<file path="src/nsrb_pkg.sv">
// shared types and constants for the ntp server response builder
// used by every module under src
`timescale 1ns / 1ps
`default_nettype none

package nsrb_pkg;

    localparam int REPLY_LEN   = 48;
    localparam int REPLY_W     = REPLY_LEN * 8;
    localparam int ORIGIN_AT   = 40;
    localparam int ORIGIN_LEN  = 8;
    localparam int POS_W       = $clog2(REPLY_LEN + 1);
    localparam int ORIGIN_IDX_W = $clog2(ORIGIN_LEN);
    localparam int CNT_W       = $clog2(REPLY_LEN);

    localparam int SEC_W  = 32;
    localparam int NS_W   = 30;
    localparam int FRAC_W = 32;

    localparam int IN_TDATA_W  = 72;
    localparam int OUT_TDATA_W = 8;

    // fraction = (ns * ceil(2^74 / 5^9)) >> 51, exact for any 30-bit ns
    // the 54-bit multiplier constant is split into two 27-bit halves
    localparam int                  FRAC_M_W    = 27;
    localparam logic [FRAC_M_W-1:0] FRAC_M_HI   = 27'd72057594;
    localparam logic [FRAC_M_W-1:0] FRAC_M_LO   = 27'd5090602;
    localparam int                  FRAC_PROD_W = NS_W + FRAC_M_W;
    localparam int                  FRAC_SUM_W  = FRAC_PROD_W + 1;
    localparam int                  FRAC_LSB    = 51 - FRAC_M_W;

    localparam logic [SEC_W-1:0] EPOCH_SHIFT = 32'd2208988800;

    localparam int QUEUE_DEPTH = 2;
    localparam int QPTR_W      = $clog2(QUEUE_DEPTH);
    localparam int QCNT_W      = $clog2(QUEUE_DEPTH + 1);

    // fixed header bytes
    localparam logic [7:0] HDR_FLAGS   = 8'h1c;
    localparam logic [7:0] HDR_STRATUM = 8'h01;
    localparam logic [7:0] HDR_POLL    = 8'h04;
    localparam logic [7:0] HDR_PREC    = 8'hf7;
    localparam logic [7:0] HDR_DISP    = 8'h50;
    localparam logic [7:0] REFID_G     = 8'h47;
    localparam logic [7:0] REFID_P     = 8'h50;
    localparam logic [7:0] REFID_S     = 8'h53;

    typedef enum logic {
        ACT_REQUEST = 1'b0,
        ACT_SYNC    = 1'b1
    } action_t;

    typedef struct packed {
        logic [1:0]        pad;
        logic [NS_W-1:0]   time_nanoseconds;
        logic [SEC_W-1:0]  time_seconds;
        logic [7:0]        data_byte;
    } in_data_t;

    typedef logic [0:ORIGIN_LEN-1][7:0] origin_t;

    typedef struct packed {
        logic [SEC_W-1:0] ref_sec;
        logic [NS_W-1:0]  ref_ns;
        origin_t          origin;
        logic [SEC_W-1:0] cur_sec;
        logic [NS_W-1:0]  cur_ns;
    } job_t;

    typedef struct packed {
        logic [SEC_W-1:0]  ref_sec;
        logic [FRAC_W-1:0] ref_frac;
        origin_t           origin;
        logic [SEC_W-1:0]  cur_sec;
        logic [FRAC_W-1:0] cur_frac;
    } reply_t;

endpackage

`default_nettype wire

</file>
<file path="src/nsrb_front.sv">
// front end: takes input words, keeps reference time, position and origin bytes
// depends on nsrb_pkg; pushes one job per finished request
`timescale 1ns / 1ps
`default_nettype none

module nsrb_front
    import nsrb_pkg::*;
(
    input  wire logic                  aclk,
    input  wire logic                  aresetn,
    input  wire logic                  s_tvalid,
    output logic                       s_tready,
    input  wire logic [IN_TDATA_W-1:0] s_tdata,
    input  wire logic                  s_tlast,
    input  wire logic                  s_tuser,
    output logic                       job_valid,
    input  wire logic                  job_ready,
    output job_t                       job_data
);

    logic [SEC_W-1:0] ref_sec_reg, ref_sec_next;
    logic [NS_W-1:0]  ref_ns_reg, ref_ns_next;
    logic [POS_W-1:0] pos_reg, pos_next;
    origin_t          origin_reg, origin_next, origin_upd;
    in_data_t         in_d;
    logic             accept;

    assign in_d     = in_data_t'(s_tdata);
    assign s_tready = job_ready;
    assign accept   = s_tvalid && s_tready;

    always_comb begin
        ref_sec_next = ref_sec_reg;
        ref_ns_next  = ref_ns_reg;
        pos_next     = pos_reg;
        origin_upd   = origin_reg;
        origin_next  = origin_reg;
        job_valid    = 1'b0;
        if (accept) begin
            if (s_tuser == ACT_SYNC) begin
                ref_sec_next = in_d.time_seconds;
                ref_ns_next  = in_d.time_nanoseconds;
            end else begin
                if (pos_reg < POS_W'(REPLY_LEN)) begin
                    if (pos_reg >= POS_W'(ORIGIN_AT)) begin
                        origin_upd[pos_reg[ORIGIN_IDX_W-1:0]] = in_d.data_byte;
                    end
                    pos_next = pos_reg + POS_W'(1);
                end
                origin_next = origin_upd;
                if (s_tlast) begin
                    job_valid   = 1'b1;
                    pos_next    = '0;
                    origin_next = '0;
                end
            end
        end
    end

    always_comb begin
        job_data.ref_sec = ref_sec_reg;
        job_data.ref_ns  = ref_ns_reg;
        job_data.origin  = origin_upd;
        job_data.cur_sec = in_d.time_seconds;
        job_data.cur_ns  = in_d.time_nanoseconds;
    end

    always_ff @(posedge aclk) begin
        if (!aresetn) begin
            ref_sec_reg <= '0;
            ref_ns_reg  <= '0;
            pos_reg     <= '0;
            origin_reg  <= '0;
        end else begin
            ref_sec_reg <= ref_sec_next;
            ref_ns_reg  <= ref_ns_next;
            pos_reg     <= pos_next;
            origin_reg  <= origin_next;
        end
    end

endmodule

`default_nettype wire

</file>
<file path="src/nsrb_queue.sv">
// short job queue between front end and back end
// depends on nsrb_pkg for the job type and depth
`timescale 1ns / 1ps
`default_nettype none

module nsrb_queue
    import nsrb_pkg::*;
(
    input  wire logic aclk,
    input  wire logic aresetn,
    input  wire logic wr_valid,
    output logic      wr_ready,
    input  job_t      wr_data,
    output logic      rd_valid,
    input  wire logic rd_ready,
    output job_t      rd_data
);

    job_t              slot_reg [QUEUE_DEPTH];
    logic [QPTR_W-1:0] wr_ptr_reg, wr_ptr_next;
    logic [QPTR_W-1:0] rd_ptr_reg, rd_ptr_next;
    logic [QCNT_W-1:0] cnt_reg, cnt_next;
    logic              push, pop;

    assign wr_ready = (cnt_reg != QCNT_W'(QUEUE_DEPTH));
    assign rd_valid = (cnt_reg != '0);
    assign rd_data  = slot_reg[rd_ptr_reg];
    assign push     = wr_valid && wr_ready;
    assign pop      = rd_valid && rd_ready;

    always_comb begin
        wr_ptr_next = wr_ptr_reg;
        rd_ptr_next = rd_ptr_reg;
        cnt_next    = cnt_reg;
        if (push) begin
            wr_ptr_next = (wr_ptr_reg == QPTR_W'(QUEUE_DEPTH - 1)) ? '0 : wr_ptr_reg + QPTR_W'(1);
        end
        if (pop) begin
            rd_ptr_next = (rd_ptr_reg == QPTR_W'(QUEUE_DEPTH - 1)) ? '0 : rd_ptr_reg + QPTR_W'(1);
        end
        if (push && !pop) begin
            cnt_next = cnt_reg + QCNT_W'(1);
        end else if (pop && !push) begin
            cnt_next = cnt_reg - QCNT_W'(1);
        end
    end

    always_ff @(posedge aclk) begin
        if (push) begin
            slot_reg[wr_ptr_reg] <= wr_data;
        end
    end

    always_ff @(posedge aclk) begin
        if (!aresetn) begin
            wr_ptr_reg <= '0;
            rd_ptr_reg <= '0;
            cnt_reg    <= '0;
        end else begin
            wr_ptr_reg <= wr_ptr_next;
            rd_ptr_reg <= rd_ptr_next;
            cnt_reg    <= cnt_next;
        end
    end

endmodule

`default_nettype wire

</file>
<file path="src/nsrb_conv.sv">
// timestamp converter: unix seconds to ntp era, nanoseconds to 32-bit fraction
// reciprocal multiply by the low then the high half of the constant, two lanes; depends on nsrb_pkg
`timescale 1ns / 1ps
`default_nettype none

module nsrb_conv
    import nsrb_pkg::*;
(
    input  wire logic aclk,
    input  wire logic aresetn,
    input  wire logic job_valid,
    output logic      job_ready,
    input  job_t      job_data,
    output logic      rep_valid,
    input  wire logic rep_ready,
    output reply_t    rep_data
);

    logic                   busy_reg, busy_next;
    logic                   done_reg, done_next;
    logic                   phase_reg, phase_next;
    logic [SEC_W-1:0]       ref_sec_reg, ref_sec_next;
    logic [SEC_W-1:0]       cur_sec_reg, cur_sec_next;
    origin_t                origin_reg, origin_next;
    logic [NS_W-1:0]        ref_ns_reg, ref_ns_next;
    logic [NS_W-1:0]        cur_ns_reg, cur_ns_next;
    logic [FRAC_PROD_W-1:0] ref_lo_reg, ref_lo_next;
    logic [FRAC_PROD_W-1:0] cur_lo_reg, cur_lo_next;
    logic [FRAC_W-1:0]      ref_q_reg, ref_q_next;
    logic [FRAC_W-1:0]      cur_q_reg, cur_q_next;
    logic [FRAC_M_W-1:0]    mul_k;
    logic [FRAC_PROD_W-1:0] ref_prod, cur_prod;
    logic [FRAC_SUM_W-1:0]  ref_sum, cur_sum;
    logic                   load;

    assign job_ready = !busy_reg && (!done_reg || rep_ready);
    assign load      = job_valid && job_ready;
    assign rep_valid = done_reg;

    // low half of the constant first, then the high half
    assign mul_k    = phase_reg ? FRAC_M_HI : FRAC_M_LO;
    assign ref_prod = FRAC_PROD_W'(ref_ns_reg) * FRAC_PROD_W'(mul_k);
    assign cur_prod = FRAC_PROD_W'(cur_ns_reg) * FRAC_PROD_W'(mul_k);
    assign ref_sum  = FRAC_SUM_W'(ref_prod) + FRAC_SUM_W'(ref_lo_reg[FRAC_PROD_W-1:FRAC_M_W]);
    assign cur_sum  = FRAC_SUM_W'(cur_prod) + FRAC_SUM_W'(cur_lo_reg[FRAC_PROD_W-1:FRAC_M_W]);

    always_comb begin
        busy_next    = busy_reg;
        done_next    = done_reg;
        phase_next   = phase_reg;
        ref_sec_next = ref_sec_reg;
        cur_sec_next = cur_sec_reg;
        origin_next  = origin_reg;
        ref_ns_next  = ref_ns_reg;
        cur_ns_next  = cur_ns_reg;
        ref_lo_next  = ref_lo_reg;
        cur_lo_next  = cur_lo_reg;
        ref_q_next   = ref_q_reg;
        cur_q_next   = cur_q_reg;
        if (done_reg && rep_ready) begin
            done_next = 1'b0;
        end
        if (load) begin
            busy_next    = 1'b1;
            phase_next   = 1'b0;
            ref_sec_next = job_data.ref_sec + EPOCH_SHIFT;
            cur_sec_next = job_data.cur_sec + EPOCH_SHIFT;
            origin_next  = job_data.origin;
            ref_ns_next  = job_data.ref_ns;
            cur_ns_next  = job_data.cur_ns;
        end else if (busy_reg) begin
            if (!phase_reg) begin
                ref_lo_next = ref_prod;
                cur_lo_next = cur_prod;
                phase_next  = 1'b1;
            end else begin
                ref_q_next = ref_sum[FRAC_LSB +: FRAC_W];
                cur_q_next = cur_sum[FRAC_LSB +: FRAC_W];
                busy_next  = 1'b0;
                done_next  = 1'b1;
            end
        end
    end

    always_comb begin
        rep_data.ref_sec  = ref_sec_reg;
        rep_data.ref_frac = ref_q_reg;
        rep_data.origin   = origin_reg;
        rep_data.cur_sec  = cur_sec_reg;
        rep_data.cur_frac = cur_q_reg;
    end

    always_ff @(posedge aclk) begin
        ref_sec_reg <= ref_sec_next;
        cur_sec_reg <= cur_sec_next;
        origin_reg  <= origin_next;
        ref_ns_reg  <= ref_ns_next;
        cur_ns_reg  <= cur_ns_next;
        ref_lo_reg  <= ref_lo_next;
        cur_lo_reg  <= cur_lo_next;
        ref_q_reg   <= ref_q_next;
        cur_q_reg   <= cur_q_next;
    end

    always_ff @(posedge aclk) begin
        if (!aresetn) begin
            busy_reg  <= 1'b0;
            done_reg  <= 1'b0;
            phase_reg <= 1'b0;
        end else begin
            busy_reg  <= busy_next;
            done_reg  <= done_next;
            phase_reg <= phase_next;
        end
    end

endmodule

`default_nettype wire

</file>
<file path="src/nsrb_emit.sv">
// reply emitter: builds the 48-byte reply and shifts it out one word per cycle while m_tready is high
// depends on nsrb_pkg
`timescale 1ns / 1ps
`default_nettype none

module nsrb_emit
    import nsrb_pkg::*;
(
    input  wire logic                   aclk,
    input  wire logic                   aresetn,
    input  wire logic                   rep_valid,
    output logic                        rep_ready,
    input  reply_t                      rep_data,
    output logic                        m_tvalid,
    input  wire logic                   m_tready,
    output logic [OUT_TDATA_W-1:0]      m_tdata,
    output logic                        m_tlast
);

    logic               busy_reg, busy_next;
    logic [CNT_W-1:0]   cnt_reg, cnt_next;
    logic [REPLY_W-1:0] shift_reg, shift_next;
    logic [REPLY_W-1:0] built;
    logic               out_acc, end_word, load;

    assign built = {HDR_FLAGS, HDR_STRATUM, HDR_POLL, HDR_PREC,
                    56'h0, HDR_DISP,
                    REFID_G, REFID_P, REFID_S, 8'h00,
                    rep_data.ref_sec, rep_data.ref_frac,
                    rep_data.origin,
                    rep_data.cur_sec, rep_data.cur_frac,
                    rep_data.cur_sec, rep_data.cur_frac};

    assign m_tvalid  = busy_reg;
    assign m_tdata   = shift_reg[REPLY_W-1 -: 8];
    assign m_tlast   = (cnt_reg == CNT_W'(REPLY_LEN - 1));
    assign out_acc   = m_tvalid && m_tready;
    assign end_word  = out_acc && m_tlast;
    assign rep_ready = !busy_reg || end_word;
    assign load      = rep_valid && rep_ready;

    always_comb begin
        busy_next  = busy_reg;
        cnt_next   = cnt_reg;
        shift_next = shift_reg;
        if (load) begin
            busy_next  = 1'b1;
            cnt_next   = '0;
            shift_next = built;
        end else if (end_word) begin
            busy_next = 1'b0;
        end else if (out_acc) begin
            cnt_next   = cnt_reg + CNT_W'(1);
            shift_next = {shift_reg[REPLY_W-9:0], 8'h00};
        end
    end

    always_ff @(posedge aclk) begin
        shift_reg <= shift_next;
    end

    always_ff @(posedge aclk) begin
        if (!aresetn) begin
            busy_reg <= 1'b0;
            cnt_reg  <= '0;
        end else begin
            busy_reg <= busy_next;
            cnt_reg  <= cnt_next;
        end
    end

endmodule

`default_nettype wire

</file>
<file path="src/ntp_server_response_builder.sv">
// top level of the ntp mode-4 server response builder
// depends on nsrb_pkg, nsrb_front, nsrb_queue, nsrb_conv, nsrb_emit
`timescale 1ns / 1ps
`default_nettype none

// Takes one input word per cycle: request bytes (tuser low) or a reference
// time update (tuser high). The last byte of a request (tlast) queues a reply
// job; the input stalls only while the two-entry job queue is full. Each job
// passes through the reciprocal multiplier that turns nanoseconds into the
// 32-bit ntp fraction, low half then high half, overlapped with the previous
// reply going out, so the output runs as 48-word bursts at one word per
// cycle while m_tready is high, back to back. On its way out a request passes
// the job queue, the converter registers and the emitter's shift register.

module ntp_server_response_builder
    import nsrb_pkg::*;
(
    input  wire logic                   aclk,
    input  wire logic                   aresetn,
    input  wire logic                   s_tvalid,
    output logic                        s_tready,
    // data_byte[7:0], time_seconds[39:8], time_nanoseconds[69:40], zero pad
    input  wire logic [IN_TDATA_W-1:0]  s_tdata,
    input  wire logic                   s_tlast,
    // action
    input  wire logic                   s_tuser,
    output logic                        m_tvalid,
    input  wire logic                   m_tready,
    // reply_byte[7:0]
    output logic [OUT_TDATA_W-1:0]      m_tdata,
    output logic                        m_tlast
);

    logic   fj_valid, fj_ready;
    job_t   fj_data;
    logic   qj_valid, qj_ready;
    job_t   qj_data;
    logic   rp_valid, rp_ready;
    reply_t rp_data;

    nsrb_front u_front (
        .aclk      (aclk),
        .aresetn   (aresetn),
        .s_tvalid  (s_tvalid),
        .s_tready  (s_tready),
        .s_tdata   (s_tdata),
        .s_tlast   (s_tlast),
        .s_tuser   (s_tuser),
        .job_valid (fj_valid),
        .job_ready (fj_ready),
        .job_data  (fj_data)
    );

    nsrb_queue u_queue (
        .aclk     (aclk),
        .aresetn  (aresetn),
        .wr_valid (fj_valid),
        .wr_ready (fj_ready),
        .wr_data  (fj_data),
        .rd_valid (qj_valid),
        .rd_ready (qj_ready),
        .rd_data  (qj_data)
    );

    nsrb_conv u_conv (
        .aclk      (aclk),
        .aresetn   (aresetn),
        .job_valid (qj_valid),
        .job_ready (qj_ready),
        .job_data  (qj_data),
        .rep_valid (rp_valid),
        .rep_ready (rp_ready),
        .rep_data  (rp_data)
    );

    nsrb_emit u_emit (
        .aclk      (aclk),
        .aresetn   (aresetn),
        .rep_valid (rp_valid),
        .rep_ready (rp_ready),
        .rep_data  (rp_data),
        .m_tvalid  (m_tvalid),
        .m_tready  (m_tready),
        .m_tdata   (m_tdata),
        .m_tlast   (m_tlast)
    );

endmodule

`default_nettype wire

</file>
<file path="config.mk">
export PLATFORM = sky130hd
export DESIGN_NAME = ntp_server_response_builder
export DESIGN_NICKNAME = d
export VERILOG_FILES = /design/src/nsrb_pkg.sv /design/src/nsrb_front.sv /design/src/nsrb_queue.sv /design/src/nsrb_conv.sv /design/src/nsrb_emit.sv /design/src/ntp_server_response_builder.sv
export SDC_FILE = /design/constraint.sdc
export NUM_CORES = 2
export LEC_CHECK = 0
export ABC_CLOCK_PERIOD_IN_PS = 42200
export BUFFER_PORTS_ARGS = -buffer_cell sky130_fd_sc_hd__buf_2
export CORE_AREA = 2 2 465 467
export CTS_BUF_LIST = sky130_fd_sc_hd__clkbuf_16
export DETAILED_ROUTE_END_ITERATION = 6
export DIE_AREA = 0 0 467 469
export GPL_ROUTABILITY_DRIVEN = 0
export HOLD_SLACK_MARGIN = 0.12
export MAX_ROUTING_LAYER = met4
export SLEW_MARGIN = 20
export SYNTH_ARGS = -nofsm -noshare
export SYNTH_HDL_FRONTEND = slang
export SYNTH_SLANG_ARGS = --single-unit
export TNS_END_PERCENT = 30
</file>
<file path="constraint.sdc">
create_clock -name aclk -period 42.2 [get_ports aclk]
set_input_delay 6.33 -clock aclk [delete_from_list [all_inputs] [get_ports aclk]]
set_output_delay 6.33 -clock aclk [all_outputs]
set_load 0.005 [all_outputs]
</file>
==> metrics.txt <==
Chip Width=467 um; # fillers=20236; Post-CTS Resized=0; Synth Area per Inst=10.5 sq um; CP startpoint kind=register; post-layout util=0.433; gr ovfl total=0; cts hold-fix bufs=0; largest net degree at the start of global routing=209; Core Region=0.214 sq mm; startpoint of the worst hold path=u_front.ref_ns_reg[25]$_SDFFE_PN0P_; # Post-CTS Setup Buffers=0; Ports=89; drt drc=0; Hold Path End=u_queue.slot_reg[0][151]$_DFFE_PP_; RR Endpoint=u_conv.cur_q_reg[29]$_DFFE_PP_; crit path max-delay cell type=buf_4; Synth Cell Area=0.0853 sq mm; Port-buffer cells=86; first-pass GRT wire length=325000 um; area of the multi-input gates=0.0449 sq mm; crit path kind=register to register; YS warnings=0; Placed Cells=10782; Nets=9637; flip-flop and latch count after synthesis=1217; CP peak stage delay=0.61 ns; Reg-to-Reg Start=u_conv.phase_reg$_SDFFE_PP0P_; Worst Tran Pin Value=1.25 ns; max FFs per register=384; hold path cells=0; Routed wire per std cell=18.9 um; max_cap viols=0; CP dominant cell by count=fa_1; H-tree depth=3; fraction of layout cells with a size suffix above 1=0.0708; routed wire length=208000 um; Starting Density=0.399; largest area contributor in the netlist=edfxtp_1; insertion delay to the later sink of the worst-skew pair=0.79 ns; register area=0.0338 sq mm; Via-to-Cell Ratio=5.04; Max Fanout on Critical Path=53; Top FF cell, synth=edfxtp_1; worst hold path class=register to register; row count=170; register-to-register setup slack=31.09 ns; final non-filler cell total=11013; Clk pin slew, worst setup/hold paths=0.06 ns; maximum clock frequency=90.0 MHz; WP data arrival=11.60 ns; Bufs on Longest Clock Path=3; CTS tree=yes; CP endpoint kind=register; Placed Area=0.0887 sq mm; P&R area growth vs syn=8.43%; ranking of synthesized cells by area=edfxtp_1, fa_1, ha_1, inv_1, dfxtp_1; Design Area, Final=0.0925 sq mm; clock sinks=1217; setup TNS=0 ns; Final Setup Violations=0; Worst Path Required=42.68 ns; final hold vios=0; ys async rst share=0; TritonCTS Buffers=118; post-synthesis sequential area ratio=0.396; DP HPWL=157000 um; Root Buffer=clkbuf_16; status=finished clean; Tcrit/Tclk final=0.263; Setup Skew=0.129 ns; number of DRC markers in iteration 0=3812; worst reg-to-reg path cell count=32; die height=469 um; Final Max Slew Viols=0; Yosys cell types=83; number of global-route vias before repair=56812; EDFF count, synth=942; top cell type's share of synthesized area=0.332; total track usage=0.196; Die ar.=0.219 sq mm; ANT nets after route=0; via count=55487; Min Clock Period, post-route=11.11 ns; DRT Pass-1 Iters=5; initial antenna violation count=11; Synth Instances=8099; RSZ-0062 raised after global routing=false; slew margin rel.=0.168
[how the worst max path moves through the flow]
stage,cells after the start,endpoint,from
after CTS,32,u_conv.cur_q_reg[29]$_DFFE_PP_,u_conv.phase_reg$_SDFFE_PP0P_
after floorplan,6,u_queue.cnt_reg[1]$_SDFFE_PN0P_,m_tready
after global placement,8,u_queue.slot_reg[0][27]$_DFFE_PP_,s_tvalid
final,32,u_conv.cur_q_reg[29]$_DFFE_PP_,u_conv.phase_reg$_SDFFE_PP0P_
after global routing,32,u_conv.cur_q_reg[29]$_DFFE_PP_,u_conv.phase_reg$_SDFFE_PP0P_
after detailed placement,32,u_conv.cur_q_reg[29]$_DFFE_PP_,u_conv.phase_reg$_SDFFE_PP0P_
[critical path, delay by kind of cell (launching register included)]
| kind | cells | cell delay (ns) |
|---|---|---|
| flip-flops | 1 | 0.60 |
| XOR/XNOR | 2 | 0.62 |
| AND/OR/NAND/NOR | 10 | 2.65 |
| AO/OA/AOI/OAI | 4 | 0.78 |
| adder cells (fa/ha/maj) | 9 | 4.25 |
| buffers and inverters | 7 | 1.80 |
[cell usage in the layout (no fill, tap or decap), types with 79 or more instances in the layout]
master and n:
buf_2 86, ha_1 766, edfxtp_1 942, inv_1 1497, a21oi_1 304, xor2_1 79
nor2_1 203, nand2_1 1398, nor2b_1 96, clkbuf_16 118, dfxtp_1 273, mux2_2 207
xnor2_1 247, o21ai_0 121, fa_1 728, a21o_1 81
[metrics by stage]
stage | setup WS [ns] | hold slack, ns
final | 31.09 | 0.381
after floorplan | 19.96 | 0.425
after global placement | 31.42 | 0.431
after CTS | 31.28 | 0.368
after global routing | 30.70 | 0.378
after detailed placement | 31.31 | 0.440
[routing by layer]
| metal | vias up | share of wire | global-route usage |
|---|---|---|---|
| li1 | 26274 | - | - |
| met2 | 1185 | 0.50 | 0.326 |
| met3 | 288 | 0.040 | 0.0167 |
| met5 | - | 0 | - |
| met4 | 0 | 0.035 | 0.0706 |
| met1 | 27740 | 0.43 | 0.250 |
[synthesized netlist by cell type (all sizes together), types with 33 or more instances]
master     n
a21oi    306
a21o      81
nand4     61
nor3      71
inv     1473
o21ai    144
mux2     207
nand3     69
ha       766
nor3b     75
nor2     204
and3      70
xor2      79
fa       728
nand2   1400
a21boi    76
xnor2    248
dfxtp    275
and2      50
edfxtp   942
buf       47
nor2b     98
or2       33
mux2i     41
clkbuf   253
[final cells by class]
class | count | share of cell area
tap | 2838 | 0.0384
antenna | 9 | 0.000243
sequential | 1217 | 0.365
timing repair buffer | 143 | 0.00995
multi-input combinational | 5110 | 0.486
inverter | 1475 | 0.0598
clock inverter | 103 | 0.00862
clock buffer | 118 | 0.0319
[cell families (layout without fill, tap and decap cells)]
logic type | Yosys count | in the layout | share of synthesized area
AOI/OAI and AO/OA | 824 | 824 | 0.0604
xor gates and xnor gates | 327 | 327 | 0.0337
adders and majority gates | 1494 | 1494 | 0.283
buffers and inverters | 1775 | 1839 | 0.0786
DFF | 1217 | 1217 | 0.396
muxes | 248 | 248 | 0.0321
other | 1 | 13 | 0.0000440
and+or+nand+nor | 2213 | 2213 | 0.116
Power is left out: the tool's default activity adds up to more than one toggle a clock period on the data nets, which glitch-free logic cannot reach.
